## src/cbpg_pkg.sv

```systemverilog
// Shared types, constants and color table for the color bar pattern generator.
package cbpg_pkg;

  localparam int unsigned DIM_W     = 13;
  localparam int unsigned COL_W     = 12;
  localparam int unsigned ROW_W     = 12;
  localparam int unsigned FRAME_W   = 24;
  localparam int unsigned BYTE_W    = 8;
  localparam int unsigned BOX_SPAN  = 40;
  localparam int unsigned MAX_DIM   = 4096;
  localparam int unsigned BOX_LEVEL  = 255;
  localparam int unsigned BOX_CHROMA = 128;

  localparam int unsigned RESET_WIDTH  = 640;
  localparam int unsigned RESET_HEIGHT = 360;

  localparam int unsigned NUM_STAGES = 7;
  localparam int unsigned MOD_STEPS  = 4;
  localparam int unsigned BAR_STEPS  = 2;
  localparam int unsigned MOD_NUM_W  = NUM_STAGES * MOD_STEPS;
  localparam int unsigned BAR_NUM_W  = NUM_STAGES * BAR_STEPS;
  localparam int unsigned MOD_REM_W  = 12;
  localparam int unsigned BAR_DIV_W  = 10;
  localparam int unsigned BAR_IDX_W  = 3;

  localparam int unsigned FIFTH_MUL   = 13108;
  localparam int unsigned FIFTH_SHIFT = 16;

  typedef enum logic {
    REG_FRAME_WIDTH  = 1'b0,
    REG_FRAME_HEIGHT = 1'b1
  } cbpg_reg_e;

  typedef struct packed {
    logic [COL_W-1:0]   pair_column;
    logic [ROW_W-1:0]   row_index;
    logic [FRAME_W-1:0] frame_index;
  } cbpg_in_t;

  typedef struct packed {
    logic [BYTE_W-1:0] luma_first;
    logic [BYTE_W-1:0] chroma_blue;
    logic [BYTE_W-1:0] luma_second;
    logic [BYTE_W-1:0] chroma_red;
  } cbpg_out_t;

  typedef struct packed {
    logic [DIM_W-1:0]     width;
    logic [DIM_W-1:0]     height;
    logic [DIM_W-1:0]     start_y;
    logic [BAR_DIV_W-1:0] bar_w;
    logic [MOD_REM_W-1:0] mod_div;
    logic                 box_en;
  } cbpg_geom_t;

  typedef struct packed {
    logic [MOD_NUM_W-1:0] mod_num;
    logic [MOD_REM_W-1:0] mod_rem;
    logic [BAR_NUM_W-1:0] bar_num;
    logic [BAR_DIV_W-1:0] bar_rem;
    logic [BAR_IDX_W-1:0] bar_quo;
    logic [COL_W-1:0]     col;
    logic [ROW_W-1:0]     row;
  } cbpg_pipe_t;

  function automatic cbpg_out_t bar_color(input logic [BAR_IDX_W-1:0] idx);
    cbpg_out_t c;
    case (idx)
      3'd0:    c = '{8'd235, 8'd128, 8'd235, 8'd128};
      3'd1:    c = '{8'd210, 8'd16,  8'd210, 8'd146};
      3'd2:    c = '{8'd170, 8'd166, 8'd170, 8'd16};
      3'd3:    c = '{8'd145, 8'd54,  8'd145, 8'd34};
      3'd4:    c = '{8'd106, 8'd202, 8'd106, 8'd222};
      3'd5:    c = '{8'd81,  8'd90,  8'd81,  8'd240};
      3'd6:    c = '{8'd41,  8'd240, 8'd41,  8'd110};
      default: c = '{8'd16,  8'd128, 8'd16,  8'd128};
    endcase
    return c;
  endfunction

endpackage

```

## src/cbpg_cfg.sv

```systemverilog
// Configuration registers and registered frame geometry derived from them.
module cbpg_cfg (
  input  logic                     clk_i,
  input  logic                     rst_ni,
  input  logic                     cfg_we_i,
  input  logic                     cfg_idx_i,
  input  logic [cbpg_pkg::DIM_W-1:0] cfg_data_i,
  output cbpg_pkg::cbpg_geom_t     geom_o
);

  logic [cbpg_pkg::DIM_W-1:0] width_d, width_q, height_d, height_q;
  logic [cbpg_pkg::DIM_W-1:0] w_clamp, h_clamp, h_fifth;
  logic [cbpg_pkg::DIM_W+cbpg_pkg::FIFTH_SHIFT-1:0] h_prod;
  cbpg_pkg::cbpg_geom_t geom_d, geom_q;

  always_comb begin
    width_d  = width_q;
    height_d = height_q;
    if (cfg_we_i) begin
      case (cbpg_pkg::cbpg_reg_e'(cfg_idx_i))
        cbpg_pkg::REG_FRAME_WIDTH:  width_d  = cfg_data_i;
        cbpg_pkg::REG_FRAME_HEIGHT: height_d = cfg_data_i;
        default: ;
      endcase
    end
    w_clamp = (width_d > cbpg_pkg::DIM_W'(cbpg_pkg::MAX_DIM)) ?
              cbpg_pkg::DIM_W'(cbpg_pkg::MAX_DIM) : width_d;
    h_clamp = (height_d > cbpg_pkg::DIM_W'(cbpg_pkg::MAX_DIM)) ?
              cbpg_pkg::DIM_W'(cbpg_pkg::MAX_DIM) : height_d;
    h_prod  = (cbpg_pkg::DIM_W+cbpg_pkg::FIFTH_SHIFT)'(h_clamp) *
              (cbpg_pkg::DIM_W+cbpg_pkg::FIFTH_SHIFT)'(cbpg_pkg::FIFTH_MUL);
    h_fifth = h_prod[cbpg_pkg::FIFTH_SHIFT +: cbpg_pkg::DIM_W];
    geom_d.width   = w_clamp;
    geom_d.height  = h_clamp;
    geom_d.start_y = h_clamp - h_fifth;
    geom_d.bar_w   = (w_clamp[cbpg_pkg::DIM_W-1:3] == '0) ? cbpg_pkg::BAR_DIV_W'(1) :
                     w_clamp[3 +: cbpg_pkg::BAR_DIV_W];
    geom_d.box_en  = (w_clamp > cbpg_pkg::DIM_W'(cbpg_pkg::BOX_SPAN));
    geom_d.mod_div = cbpg_pkg::MOD_REM_W'(w_clamp - cbpg_pkg::DIM_W'(cbpg_pkg::BOX_SPAN));
  end

  always_ff @(posedge clk_i or negedge rst_ni) begin
    if (!rst_ni) begin
      width_q  <= cbpg_pkg::DIM_W'(cbpg_pkg::RESET_WIDTH);
      height_q <= cbpg_pkg::DIM_W'(cbpg_pkg::RESET_HEIGHT);
      geom_q   <= '{
        width:   cbpg_pkg::DIM_W'(cbpg_pkg::RESET_WIDTH),
        height:  cbpg_pkg::DIM_W'(cbpg_pkg::RESET_HEIGHT),
        start_y: cbpg_pkg::DIM_W'(cbpg_pkg::RESET_HEIGHT - cbpg_pkg::RESET_HEIGHT / 5),
        bar_w:   cbpg_pkg::BAR_DIV_W'(cbpg_pkg::RESET_WIDTH / 8),
        mod_div: cbpg_pkg::MOD_REM_W'(cbpg_pkg::RESET_WIDTH - cbpg_pkg::BOX_SPAN),
        box_en:  1'b1
      };
    end else begin
      width_q  <= width_d;
      height_q <= height_d;
      geom_q   <= geom_d;
    end
  end

  assign geom_o = geom_q;

endmodule

```

## src/cbpg_div_stage.sv

```systemverilog
// One pipeline stage of the box offset remainder and bar index dividers.
module cbpg_div_stage (
  input  logic                 clk_i,
  input  logic                 rst_ni,
  input  logic                 valid_i,
  output logic                 ready_o,
  input  cbpg_pkg::cbpg_pipe_t data_i,
  input  cbpg_pkg::cbpg_geom_t geom_i,
  output logic                 valid_o,
  input  logic                 ready_i,
  output cbpg_pkg::cbpg_pipe_t data_o
);

  logic                 valid_q;
  cbpg_pkg::cbpg_pipe_t data_d, data_q;
  logic [cbpg_pkg::MOD_REM_W:0] mod_t;
  logic [cbpg_pkg::BAR_DIV_W:0] bar_t;

  assign ready_o = !valid_q || ready_i;

  always_comb begin
    mod_t  = '0;
    bar_t  = '0;
    data_d = data_i;
    for (int i = 0; i < cbpg_pkg::MOD_STEPS; i++) begin
      mod_t = {data_d.mod_rem, data_d.mod_num[cbpg_pkg::MOD_NUM_W-1]};
      data_d.mod_num = data_d.mod_num << 1;
      if (mod_t >= {1'b0, geom_i.mod_div}) begin
        data_d.mod_rem = cbpg_pkg::MOD_REM_W'(mod_t - {1'b0, geom_i.mod_div});
      end else begin
        data_d.mod_rem = mod_t[cbpg_pkg::MOD_REM_W-1:0];
      end
    end
    for (int j = 0; j < cbpg_pkg::BAR_STEPS; j++) begin
      bar_t = {data_d.bar_rem, data_d.bar_num[cbpg_pkg::BAR_NUM_W-1]};
      data_d.bar_num = data_d.bar_num << 1;
      if (bar_t >= {1'b0, geom_i.bar_w}) begin
        data_d.bar_rem = cbpg_pkg::BAR_DIV_W'(bar_t - {1'b0, geom_i.bar_w});
        data_d.bar_quo = {data_d.bar_quo[cbpg_pkg::BAR_IDX_W-2:0], 1'b1};
      end else begin
        data_d.bar_rem = bar_t[cbpg_pkg::BAR_DIV_W-1:0];
        data_d.bar_quo = {data_d.bar_quo[cbpg_pkg::BAR_IDX_W-2:0], 1'b0};
      end
    end
  end

  always_ff @(posedge clk_i or negedge rst_ni) begin
    if (!rst_ni) begin
      valid_q <= 1'b0;
    end else if (ready_o) begin
      valid_q <= valid_i;
    end
  end

  always_ff @(posedge clk_i) begin
    if (valid_i && ready_o) begin
      data_q <= data_d;
    end
  end

  assign valid_o = valid_q;
  assign data_o  = data_q;

endmodule

```

## src/cbpg_out_stage.sv

```systemverilog
// Box test, color selection and output register.
module cbpg_out_stage (
  input  logic                 clk_i,
  input  logic                 rst_ni,
  input  logic                 valid_i,
  output logic                 ready_o,
  input  cbpg_pkg::cbpg_pipe_t data_i,
  input  cbpg_pkg::cbpg_geom_t geom_i,
  output logic                 valid_o,
  input  logic                 ready_i,
  output cbpg_pkg::cbpg_out_t  data_o
);

  logic                          valid_q;
  cbpg_pkg::cbpg_out_t           data_d, data_q;
  logic [cbpg_pkg::DIM_W-1:0]    box_x, box_end, col_ext, col_end, row_ext;
  logic                          in_cols, in_rows;

  assign ready_o = !valid_q || ready_i;

  always_comb begin
    box_x   = geom_i.box_en ? cbpg_pkg::DIM_W'(data_i.mod_rem) : '0;
    box_end = box_x + cbpg_pkg::DIM_W'(cbpg_pkg::BOX_SPAN);
    col_ext = cbpg_pkg::DIM_W'(data_i.col);
    col_end = col_ext + cbpg_pkg::DIM_W'(2);
    row_ext = cbpg_pkg::DIM_W'(data_i.row);
    in_cols = (col_ext >= box_x) && (col_ext < box_end) && (col_end <= geom_i.width);
    in_rows = (row_ext >= geom_i.start_y) && (row_ext < geom_i.height);
    if (in_cols && in_rows) begin
      data_d.luma_first  = cbpg_pkg::BYTE_W'(cbpg_pkg::BOX_LEVEL);
      data_d.chroma_blue = cbpg_pkg::BYTE_W'(cbpg_pkg::BOX_CHROMA);
      data_d.luma_second = cbpg_pkg::BYTE_W'(cbpg_pkg::BOX_LEVEL);
      data_d.chroma_red  = cbpg_pkg::BYTE_W'(cbpg_pkg::BOX_CHROMA);
    end else begin
      data_d = cbpg_pkg::bar_color(data_i.bar_quo);
    end
  end

  always_ff @(posedge clk_i or negedge rst_ni) begin
    if (!rst_ni) begin
      valid_q <= 1'b0;
    end else if (ready_o) begin
      valid_q <= valid_i;
    end
  end

  always_ff @(posedge clk_i) begin
    if (valid_i && ready_o) begin
      data_q <= data_d;
    end
  end

  assign valid_o = valid_q;
  assign data_o  = data_q;

endmodule

```

## src/color_bar_pattern_generator.sv

```systemverilog
// Top level of the YUYV color bar and moving box test pattern generator.
// Each input passes seven divider stages, each of four box remainder steps
// and two bar index steps, and then the output register.
// Throughput: one pixel pair per cycle; a stalled output holds the pipeline.
// Reset clears all valid bits and loads width 640 and height 360.
module color_bar_pattern_generator (
  input  logic                       clk_i,
  input  logic                       rst_ni,
  input  logic                       cfg_we_i,
  input  logic                       cfg_idx_i,
  input  logic [cbpg_pkg::DIM_W-1:0] cfg_data_i,
  input  logic                       in_valid_i,
  output logic                       in_ready_o,
  input  cbpg_pkg::cbpg_in_t         in_data_i,
  output logic                       out_valid_o,
  input  logic                       out_ready_i,
  output cbpg_pkg::cbpg_out_t        out_data_o
);

  cbpg_pkg::cbpg_geom_t geom;
  cbpg_pkg::cbpg_pipe_t stage0_data;
  cbpg_pkg::cbpg_pipe_t pipe_data [cbpg_pkg::NUM_STAGES+1];
  logic [cbpg_pkg::NUM_STAGES:0] pipe_valid;
  logic [cbpg_pkg::NUM_STAGES:0] pipe_ready;

  cbpg_cfg u_cfg (
    .clk_i,
    .rst_ni,
    .cfg_we_i,
    .cfg_idx_i,
    .cfg_data_i,
    .geom_o (geom)
  );

  always_comb begin
    stage0_data.mod_num = cbpg_pkg::MOD_NUM_W'({in_data_i.frame_index, 3'b000});
    stage0_data.mod_rem = '0;
    stage0_data.bar_num = cbpg_pkg::BAR_NUM_W'({in_data_i.pair_column[cbpg_pkg::COL_W-1:1],
                                               1'b0});
    stage0_data.bar_rem = '0;
    stage0_data.bar_quo = '0;
    stage0_data.col     = {in_data_i.pair_column[cbpg_pkg::COL_W-1:1], 1'b0};
    stage0_data.row     = in_data_i.row_index;
  end

  assign pipe_data[0]  = stage0_data;
  assign pipe_valid[0] = in_valid_i;
  assign in_ready_o    = pipe_ready[0];

  for (genvar s = 0; s < cbpg_pkg::NUM_STAGES; s++) begin : g_stage
    cbpg_div_stage u_stage (
      .clk_i,
      .rst_ni,
      .valid_i (pipe_valid[s]),
      .ready_o (pipe_ready[s]),
      .data_i  (pipe_data[s]),
      .geom_i  (geom),
      .valid_o (pipe_valid[s+1]),
      .ready_i (pipe_ready[s+1]),
      .data_o  (pipe_data[s+1])
    );
  end

  cbpg_out_stage u_out (
    .clk_i,
    .rst_ni,
    .valid_i (pipe_valid[cbpg_pkg::NUM_STAGES]),
    .ready_o (pipe_ready[cbpg_pkg::NUM_STAGES]),
    .data_i  (pipe_data[cbpg_pkg::NUM_STAGES]),
    .geom_i  (geom),
    .valid_o (out_valid_o),
    .ready_i (out_ready_i),
    .data_o  (out_data_o)
  );

endmodule

```

## config.mk

```make
export PLATFORM = sky130hd
export DESIGN_NAME = color_bar_pattern_generator
export DESIGN_NICKNAME = d
export VERILOG_FILES = /design/src/cbpg_pkg.sv /design/src/cbpg_cfg.sv /design/src/cbpg_div_stage.sv /design/src/cbpg_out_stage.sv /design/src/color_bar_pattern_generator.sv
export SDC_FILE = /design/constraint.sdc
export NUM_CORES = 2
export LEC_CHECK = 0
export ABC_AREA = 1
export BUFFER_PORTS_ARGS = -buffer_cell sky130_fd_sc_hd__buf_2
export CAP_MARGIN = 15
export CORE_UTILIZATION = 45
export CTS_CLUSTER_DIAMETER = 60
export DETAILED_ROUTE_END_ITERATION = 7
export MAX_ROUTING_LAYER = met4
export SLEW_MARGIN = 30
export SYNTH_ARGS = -nofsm -noshare
export SYNTH_HDL_FRONTEND = slang
export SYNTH_SLANG_ARGS = --single-unit
```

## constraint.sdc

```tcl
create_clock -name clk_i -period 7.9 [get_ports clk_i]
set_input_delay 0.79 -clock clk_i [delete_from_list [all_inputs] [get_ports clk_i]]
set_output_delay 0.79 -clock clk_i [all_outputs]
set_load 0.005 [all_outputs]
```

==> metrics.md <==
| Metric | Value |
|---|---|
| WS Path Type | `reg2reg` |
| Worst Skew | `0.0384 ns` |
| Core Area | `102000 µm²` |
| Post-DP HPWL | `97700 µm` |
| Hold Vio Cnt, Final | `0` |
| Status | `completed` |
| Vias per std cell | `5.16` |
| Post-synthesis sequential area ratio | `0.304` |
| Total CTS buffers | `71` |
| Main flop type after synthesis | `edfxtp_1` |
| Ratio of cells with drive above 1 in the final layout | `0.145` |
| Setup TNS | `0 ns` |
| Synth top area share | `0.254` |
| Design Area, Final | `54300 µm²` |
| TritonCTS clock tree | `yes` |
| Htree depth | `3` |
| Synth async-reset ratio | `0.188` |
| Routed len/inst | `16.3 µm` |
| Slew Limit Fails | `0` |
| DRT Pass-1 Iters | `6` |
| RR Endpoint | `g_stage[4].u_stage.data_o[55]` |
| Synth warnings | `0` |
| Vias in the first global route | `38300` |
| Max cap viols | `0` |
| Worst Hold Class | `in2async` |
| Worst Path Max Fanout | `12` |
| Rel. slew slack | `0.405` |
| Remaining antenna violation count | `0` |
| Cells on worst reg2reg path | `42` |
| Nets | `7109` |
| Die width | `324 µm` |
| Mean Syn Cell Area | `7.89 µm²` |
| CP Launch Point | `u_cfg.geom_o[5]` |
| First-pass GRT wire length | `199000 µm` |
| WP depth | `42` |
| Clk sink count | `485` |
| I/O Buffers | `97` |
| I/O pin cnt | `101` |
| Initial DRC count | `2277` |
| Fmax | `134 MHz` |
| Tcrit/Tclk final | `0.945` |
| Worst slew pin tran | `0.893 ns` |
| CP Capture Point | `g_stage[4].u_stage.data_o[55]` |
| Root buf cell | `clkbuf_16` |
| Most common cell in the netlist | `nand2_1` |
| Critical path endpoint category | `register` |
| Largest net degree at the start of global routing | `59` |
| Die footprint | `105000 µm²` |
| Post-synth EDFFs | `394` |
| Tmin final | `7.46 ns` |
| Initial Utilization | `0.455` |
| Vias after detailed routing | `40100` |
| Synth cell types | `74` |
| Crit-path slowest cell | `dfstp_2` |
| Top post-synthesis cells by area | `edfxtp_1 25%, ha_1 16%, nand2_1 12%, inv_1 6.9%, xor2_1 4.7%` |
| # DRC | `0` |
| Area delta synth->final | `16.6%` |
| R2R Setup Slk | `0.44 ns` |
| Top cell by count, worst path | `nand2_1` |
| Synth area leader | `edfxtp_1` |
| Top delay family on crit path | `compound AO/OA/AOI/OAI gates` |
| Worst-Skew Late Latency | `0.66 ns` |
| RR Startpoint | `u_cfg.geom_o[5]` |
| Height of the die | `324 µm` |
| Count of final setup violators | `0` |
| Initial antenna violation count | `2` |
| GP Congestion | `0.930` |
| Bufs and invs on worst path | `9` |
| Cell Area, Synth | `46500 µm²` |
| Post-place instance area | `50600 µm²` |
| Row Count | `117` |
| Worst EP required | `8.39 ns` |
| Slowest stage delay, CP | `0.62 ns` |
| Worst setup SP type | `register` |
| GR Util All Layers | `0.246` |
| Routed wire length | `127000 µm` |
| CTS clock-pin slew for the worst setup and hold paths | `0.06 ns` |
| Cells after synthesis | `5896` |
| Remaining Overflow, GRT | `0` |
| Hold buffer count at cts | `0` |
| Flops & latches, synth | `485` |
| Clock Path Buffers | `3` |
| Most instantiated cells after synthesis | `1451 x nand2_1, 857 x inv_1, 611 x ha_1` |
| WP data arrival | `7.96 ns` |
layout by cell type (no fill, tap or decap), drive strengths merged, types with 6 or more instances in the layout:
| cell type | Yosys | routed |
|---|---|---|
| nor2 | 405 | 405 |
| nor3 | 53 | 53 |
| o211ai | 16 | 16 |
| buf | 74 | 447 |
| fa | 81 | 81 |
| nand3 | 341 | 344 |
| o31ai | 6 | 6 |
| clkbuf | 9 | 80 |
| clkinvlp | 0 | 11 |
| nor4 | 19 | 19 |
| o21ai | 306 | 306 |
| a211oi | 13 | 13 |
| o21a | 24 | 24 |
| nand2 | 1483 | 1485 |
| a21o | 28 | 28 |
| or2 | 41 | 41 |
| conb | 1 | 11 |
| a21boi | 8 | 8 |
| xnor2 | 100 | 100 |
| nand3b | 9 | 9 |
| o41ai | 7 | 7 |
| clkinv | 5 | 30 |
| o21bai | 31 | 31 |
| nand4 | 121 | 123 |
| ha | 611 | 611 |
| dfrtp | 70 | 70 |
| o221ai | 8 | 8 |
| inv | 876 | 885 |
| edfxtp | 394 | 394 |
| o2111ai | 11 | 11 |
| a31oi | 21 | 21 |
| dfstp | 21 | 21 |
| a21oi | 419 | 419 |
| xor2 | 252 | 252 |
stage by stage:
stage | hold slack [ns] | instances | setup slack (ns) | utilization
floorplan | 0.400 | 5906 | 0.0305 | -
global placement | 0.401 | 7597 | -0.0549 | 0.496
detailed placement | 0.405 | 7597 | -0.264 | 0.496
CTS | 0.0988 | 7727 | 0.0145 | 0.519
global route | 0.135 | 7776 | -0.0716 | 0.531
finish | 0.113 | 7776 | 0.436 | 0.531
worst min path at each step:
stage / startpoint / to / slack, ns
4_1_cts: rst_ni / u_out.valid_o / 0.1
3_3_place_gp: g_stage[2].u_stage.data_o[83] / g_stage[3].u_stage.data_o[87] / 0.40
5_1_grt: rst_ni / u_out.valid_o / 0.13
6_report: rst_ni / u_out.valid_o / 0.11
2_1_floorplan: g_stage[0].u_stage.data_o[0] / g_stage[1].u_stage.data_o[0] / 0.40
3_5_place_dp: g_stage[0].u_stage.data_o[5] / g_stage[1].u_stage.data_o[5] / 0.40
sequential cells by signal, indices dropped and copies added (netlist names):
name,cells
u_cfg.height_q,12
u_out.valid_o,1
g_stage.u_stage.data_o,375
u_out.data_o,19
u_cfg.width_q,12
g_stage.u_stage.valid_o,7
u_cfg.geom_o,59
cell families after synthesis:
family / count (synthesis) / share of synthesized area
xor+xnor: 352 / 0.0662
simple gates: 2483 / 0.232
fa+ha+maj: 692 / 0.199
compound gates: 919 / 0.114
other cells: 1 / 0.0000806
flops: 485 / 0.304
buf+inv: 964 / 0.0842
area by class of cell:
| type | instances | area (µm²) |
|---|---|---|
| Timing Repair Buffer | 447 | 3290 |
| Clock inverter | 50 | 561 |
| Multi-Input combinational cell | 4464 | 29300 |
| Clock buffer | 80 | 1860 |
| Antenna cell | 1 | 2.50 |
| Inverter | 881 | 3350 |
| Sequential cell | 485 | 14100 |
| Fill cell | 9868 | 47900 |
| Tap cell | 1368 | 1710 |
worst register-to-register path: cells and delay by family (launching register included):
family	cells	cell delay, ns
AND/OR/NAND/NOR	18	1.89
flip-flops	1	0.62
buffers and inverters	9	1.26
adder cells (fa/ha/maj)	4	1.16
AO/OA/AOI/OAI	11	2.37
per-layer routing:
layer	track usage	wire length, µm
met5	-	0
met4	0.0694	3590
met3	0.0238	4740
met2	0.400	58700
met1	0.325	59800
what timing repair did:
action,4_1_cts,5_1_grt
gates cloned,0,8
gates resized for setup,2,210
pin swaps,0,44
endpoints found under the setup margin,24,88
buffers inserted,0,39
Power is not shown: default switching activity piles up to over one toggle a cycle in this logic, so the estimate is an artifact.
